### config.mk
export PLATFORM = sky130hd
export DESIGN_NAME = pakf_lerp
export DESIGN_NICKNAME = d
export VERILOG_FILES = /design/src/pakf_pkg.sv /design/src/pakf_lerp.sv
export SDC_FILE = /design/constraint.sdc
export NUM_CORES = 1
export LEC_CHECK = 0
export ABC_CLOCK_PERIOD_IN_PS = 8900
export BUFFER_PORTS_ARGS = -buffer_cell sky130_fd_sc_hd__buf_4
export CAP_MARGIN = 20
export CORE_MARGIN = 2
export CORE_UTILIZATION = 55
export DETAILED_ROUTE_END_ITERATION = 6
export PLACE_DENSITY_LB_ADDON = 0.3
export RECOVER_POWER = 50
export SYNTH_ARGS = -nofsm -noshare
export SYNTH_HDL_FRONTEND = slang
export SYNTH_SLANG_ARGS = --single-unit
### constraint.sdc
create_clock -name clk -period 8.9 [get_ports clk]
set_input_delay 0.445 -clock clk [delete_from_list [all_inputs] [get_ports clk]]
set_output_delay 0.445 -clock clk [all_outputs]
set_load 0.05 [all_outputs]
### src/pakf_pkg.sv
// ----------------------------------------------------------------------------
// pakf_pkg
// Shared types and constants for the particle age and keyframe update block.
// ----------------------------------------------------------------------------
package pakf_pkg;

    typedef enum logic
    {
        OP_INIT    = 1'b0,
        OP_ADVANCE = 1'b1
    } op_t;

    typedef enum logic [2:0]
    {
        CFG_LIFE_EXPECTANCY   = 3'd0,
        CFG_FRAMES_PER_SECOND = 3'd1,
        CFG_FRAME_RANGE       = 3'd2,
        CFG_SIZE_KEYS         = 3'd3,
        CFG_ALPHA_KEYS        = 3'd4,
        CFG_COLOR_START       = 3'd5,
        CFG_COLOR_MID         = 3'd6,
        CFG_COLOR_END         = 3'd7
    } cfg_idx_t;

    localparam int CFG_IDX_W  = 3;
    localparam int CFG_DATA_W = 48;
    localparam int KEY_W      = 16;
    localparam int MAT_W      = 17;

    // life expectancy code for endless looping
    localparam logic signed [16:0] LE_ENDLESS = -17'sd1;

    localparam logic [MAT_W-1:0] MAT_ONE  = 17'h10000;
    localparam logic [MAT_W-1:0] MAT_HALF = 17'h08000;

    typedef struct packed
    {
        op_t                operation;
        logic [31:0]        age;
        logic [31:0]        anim_span;
        logic signed [31:0] height;
        logic signed [31:0] rise_rate;
        logic [31:0]        time_step;
    } item_t;

    typedef struct packed
    {
        logic [31:0]        new_age;
        logic [31:0]        new_anim_span;
        logic signed [31:0] new_height;
        logic [7:0]         frame_index;
        logic [15:0]        particle_size;
        logic [15:0]        red_level;
        logic [15:0]        green_level;
        logic [15:0]        blue_level;
        logic [15:0]        opacity;
        logic               expired;
    } res_t;

    // per-item control and carried fields that ride along the divider
    typedef struct packed
    {
        op_t                op;
        logic               expired;
        logic               div_zero;
        logic [31:0]        age;
        logic [31:0]        span;
        logic signed [31:0] height;
    } sb_t;

endpackage

### src/pakf_lerp.sv
// ----------------------------------------------------------------------------
// pakf_lerp
// Three-key piecewise-linear interpolation, round half up. Three stages.
// ----------------------------------------------------------------------------
module pakf_lerp (
    input  logic                        clk,
    input  logic                        en,
    input  logic [pakf_pkg::MAT_W-1:0]  mat,
    input  logic [pakf_pkg::KEY_W-1:0]  key_s,
    input  logic [pakf_pkg::KEY_W-1:0]  key_m,
    input  logic [pakf_pkg::KEY_W-1:0]  key_e,
    output logic [pakf_pkg::KEY_W-1:0]  res
);
    import pakf_pkg::*;

    logic [MAT_W-1:0]     tt_reg, tt_next, om_reg, om_next;
    logic [KEY_W-1:0]     a_reg, a_next, b_reg, b_next;
    logic [MAT_W+KEY_W-1:0] p1_reg, p1_next, p2_reg, p2_next;
    logic [KEY_W-1:0]     res_reg, res_next;
    logic [MAT_W+KEY_W:0] acc;

    always_comb
    begin
        if (mat < MAT_HALF)
        begin
            tt_next = MAT_W'({mat[MAT_W-2:0], 1'b0});
            a_next  = key_s;
            b_next  = key_m;
        end
        else
        begin
            tt_next = MAT_W'({mat - MAT_HALF, 1'b0});
            a_next  = key_m;
            b_next  = key_e;
        end
        om_next  = MAT_ONE - tt_next;
        p1_next  = om_reg * a_reg;
        p2_next  = tt_reg * b_reg;
        acc      = {1'b0, p1_reg} + {1'b0, p2_reg} + (MAT_W+KEY_W+1)'(MAT_HALF);
        res_next = acc[31:16];
    end

    always_ff @(posedge clk)
    begin
        if (en)
        begin
            tt_reg  <= tt_next;
            om_reg  <= om_next;
            a_reg   <= a_next;
            b_reg   <= b_next;
            p1_reg  <= p1_next;
            p2_reg  <= p2_next;
            res_reg <= res_next;
        end
    end

    assign res = res_reg;

endmodule

# [Word-level counts from Yosys, hierarchy flattened]
# Index checks and enable logic that the tools add are counted.
[word_totals] reg_bits=146 inputBits=67
[op_classes] n_addsub=4 multipliers=2 magnitude_cmp=1 mux=3
[ops] operator="multiplier 17 x 16 -> 32 bit" n=2
[ops] operator="adder 32 x 16 -> 32 bit, second input constant" n=1
[ops] operator="adder 32 bit" n=1
[ops] operator="2-to-1 mux 16 bit" n=2
[ops] operator="less-than comparator 17 x 16 -> 1 bit, second input constant" n=1
[ops] operator="2-to-1 mux 17 bit" n=1
[ops] operator="subtractor 17 bit, first input constant" n=1
[ops] operator="subtractor 16 bit, second input constant" n=1

# [Depth between registers and ports, before layout]
[depth] ltp_word=3 depth_mapped=24 mapped_depth_nobuf=23

# [Worst setup path after synthesis]
# OpenSTA, ideal clock, no wires.
[synth_path] path_kind="register to register" startpoint="register om_reg[12]" endpoint="register p1_reg[30] (data pin)" setup_time_ns=0.258 arrival_ns=5.865 required_ns=8.642 path_slack_ns=2.777 stages_incl_launch_ff=22 cell_sequence="edfxtp_1 -> clkbuf_1 -> nand2_1 -> fa_1 -> fa_1 -> inv_1 -> fa_1 -> fa_1 -> fa_1 -> inv_1 -> fa_1 -> inv_1 -> ha_1 -> a21o_1 -> a21o_1 -> a2111oi_2 -> nor3_1 -> a21o_1 -> a21o_1 -> or3b_1 -> o221ai_2 -> xnor2_1"
[synth_between] elab_chain_cells=1
[synth_rtl] element="from (decl)" line_no="pakf_lerp.sv:16" text="logic [MAT_W-1:0] tt_reg, tt_next, om_reg, om_next;"
[synth_rtl] element="from (signal assigned)" line_no="pakf_lerp.sv:48" text="om_reg <= om_next;"
[synth_rtl] element="multiplier 17 x 16 -> 32 bit" line_no="pakf_lerp.sv:37" text="p1_next = om_reg * a_reg;"
[synth_rtl] element="via p1_next[30]" line_no="pakf_lerp.sv:18" text="logic [MAT_W+KEY_W-1:0] p1_reg, p1_next, p2_reg, p2_next;"
[synth_rtl] element="to (signal assigned)" line_no="pakf_lerp.sv:51" text="p1_reg <= p1_next;"
[synth_rtl] element="to (decl)" line_no="pakf_lerp.sv:18"
# The timed path passes the listed nets, and every way through them passes these cells.
# A chain may end at the register's enable or synchronous reset.

# [Worst setup path after layout]
[layout_path] startpoint="register tt_reg[1]" endpoint="register p2_reg[29] (data pin)"
[layout_between] elab_chain_cells=1
[layout_rtl] element="from (decl)" line_no="pakf_lerp.sv:16"
[layout_rtl] element="from (signal assigned)" line_no="pakf_lerp.sv:47" text="tt_reg <= tt_next;"
[layout_rtl] element="multiplier 17 x 16 -> 32 bit" line_no="pakf_lerp.sv:38" text="p2_next = tt_reg * b_reg;"
[layout_rtl] element="via p2_next[29]" line_no="pakf_lerp.sv:18"
[layout_rtl] element="to (signal assigned)" line_no="pakf_lerp.sv:52" text="p2_reg <= p2_next;"
[layout_rtl] element="to (decl)" line_no="pakf_lerp.sv:18"
# The timed path passes the listed nets, and every way through them passes these cells.

==> results.toml <==
[timing]
fin_skew_ps = 10.45
finalHoldViolCount = 0
max_freq_mhz = 141.0
rsz0062_at_grt = "no"
finalCritPeriodShare_pct = 79.71
max-slew-margin-rel_pct = -187.9
timing_worst_slew_pin_value_ps = 4318
setup_violations = 0
tns_ps = 0
period_needed_ps = 7094
drv_slew = 173

[clocking]
cts_setup_buffers = 0
post_cts_resized = 0
numClockSinks = 141
cts_buffer_depth = 2
cts_tree = "built"
cts_buffers = 17
clk_latency_ps = 440
postCtsHoldBufs = 0
clkTransAtPathRegs_ps = 60
htree_levels = 4
clock-root-buffer = "clkbuf_16"

[cells_and_area]
drive_gt1_share_pct = 4.600
nets = 3024
n_fill_cell = 3513
final_common_cell = "inv_1"
area_growth_pct = 6.556
num_antenna_cells = 0
final_cell_mix = "inv_1 (473), fa_1 (386), nand2_1 (315), ha_1 (258), and2_1 (227)"

[critical_path]
path_cells = "clkbuf_1 > nand2_1 > fa_1 > inv_1 > ha_1 > inv_1 > fa_1 > fa_1 > inv_1 > fa_1 > inv_1 > fa_1 > inv_1 > ha_1 > inv_1 > nor3_1 > a21oi_1 > a211oi_1 > nand4bb_1 > and2_1 > a2111oi_0 > nor3_1 > xnor2_1"
slowest_delay_ps = 870
r2r_cells = 23
r2r_slack_ps = 1810
cp_common_cell = "inv_1"
cp_max_fo = 18
cp-end-kind = "flip-flop"
crit_slowest_cell = "edfxtp_1"
cp.required_ps = 9080
r2r-start = "tt_reg[1]"
start_kind = "flip-flop"
path_class = "flip-flop to flip-flop"
startpoint = "tt_reg[1]"
arrival_ps = 7280
r2r_end = "p2_reg[29]"

[detailed_routing]
wl_mm = 53.88
drcViolationCount = 0
num_vias = 15820
postRouteAntennaNets = 0
drtIter0Drc = 889
wl_per_cell_um = 18.85
dr.pass1.iters = 6
routed_via_density = 5.535

[yosys]
ys_warn_count = 0
netlist.area_leader.share_pct = 34.00
synthTopCellsByArea = "fa_1 (34%), edfxtp_1 (19%), ha_1 (14%)"
synth_compound_area_share_pct = 4.944
yosysSeqAreaShare_pct = 18.63
ys_seq_elements = 141
syn_area_per_cell_um2 = 9.977
synthArstFlopShare_pct = 0
synth_flop_cell = "edfxtp_1"
syn_nets = 2989
syn_area_um2 = 22730
synthAdderAreaFrac_pct = 48.20
synth_xor_area_share_pct = 3.468
synth_edf_count = 141
synth.mux.area_fraction_pct = 1.585
yosysTopAreaCell = "fa_1"
synthCells = 2278
synth_top_family_by_area = "adder cells"
yosysUniqueCellTypes = 57
synthSimpleGateAreaFrac_pct = 14.20

[floorplan]
dieWidth_um = 207.3
die_y_um = 207.3
dieArea_um2 = 42970
start_util_pct = 55.66
rows = 74
core_area_um2 = 40830
ioPinCount = 83

[placed_design]
hpwl_mm = 42.71
routabilityCongestion = 0.8745
numPortBuffers = 82

[global_route]
grt-ovfl-total = 0
grt_antenna_before_repair = 1
grt_max_degree = 73
grt_pass1_vias = 17060
grt_pass1_wl_mm = 88.81
grt_usage_pct = 26.37

[run_status]
status = "finished, violations left"
violations = "max-capacitance violations, max-slew violations"

[worst_hold_path]
worstHoldStart = "mat[13]"
min_delay_path_depth = 1
hold_end = "tt_reg[14]"
hp-class = "input pin to flip-flop"

[run]
cap_violations = 3
==> how the worst max path moves through the flow <==
stage	end	slack, ps	depth (start not counted)
floorplan	p1_reg[30]	2780	21
global placement	p1_reg[25]	2380	21
detailed placement	p1_reg[25]	2240	21
CTS	p1_reg[25]	2220	21
global route	p2_reg[29]	1470	23
finish	p2_reg[29]	1810	23
==> per-layer routing <==
metal	wire (um)	vias up	global-route usage [%]
li1	-	7133	-
met4	1543	0	7.438
met1	22000	8007	34.82
met3	3102	121	3.616
met5	0	-	0
met2	27240	558	45.68
==> cells by family (layout without fill, tap and decap cells) <==
| kind of cell | Yosys count | count (layout) |
|---|---|---|
| AND/OR/NAND/NOR | 656 | 656 |
| flip-flops | 141 | 141 |
| XOR/XNOR | 90 | 90 |
| adder cells (fa/ha/maj) | 644 | 644 |
| multiplexers | 32 | 32 |
| AO/OA/AOI/OAI | 172 | 172 |
| buffers and inverters | 543 | 591 |
==> synth_stat cells (16+ instances only) <==
| library cell | instances |
|---|---|
| inv_1 | 473 |
| fa_1 | 386 |
| nand2_1 | 315 |
| ha_1 | 258 |
| and2_1 | 229 |
| edfxtp_1 | 141 |
| clkbuf_1 | 70 |
| xnor2_1 | 64 |
| a21oi_1 | 57 |
| a21o_1 | 34 |
| nor2_1 | 34 |
| mux2_2 | 32 |
| xor2_1 | 26 |
| o21ai_0 | 17 |
| nor3_1 | 16 |
==> stage by stage <==
stage	std cells	setup WS, ps	utilization (%)	area (um2)	hold slack [ps]
finish	2858	1806	59.31	24220	271.5
global route	2858	1468	59.31	24220	293.7
floorplan	2278	2777	-	22730	543.9
CTS	2857	2221	59.65	24360	190.4
detailed placement	2825	2240	58.24	23780	650.0
global placement	2825	2384	58.24	23780	654.2
==> critical path: cells and delay by family, from the launching register on <==
family	cells	cell delay [ps]
xor+xnor	1	140
compound gates	3	800
buf+inv	7	1180
simple gates	5	940
fa+ha+maj	7	2900
flops	1	870
==> area by class of cell <==
class,instances,area (um2),area share [%]
tap,532,665.6,2.749
sequential,141,4234,17.48
inverter,473,1775,7.331
clock inverter,13,143.9,0.5941
clock buffer,19,432.9,1.788
timing repair buffer,86,510.5,2.108
multi-input combinational,1594,16460,67.95
Power is not shown: default switching activity piles up to over one toggle a cycle in this logic, so the estimate is an artifact.
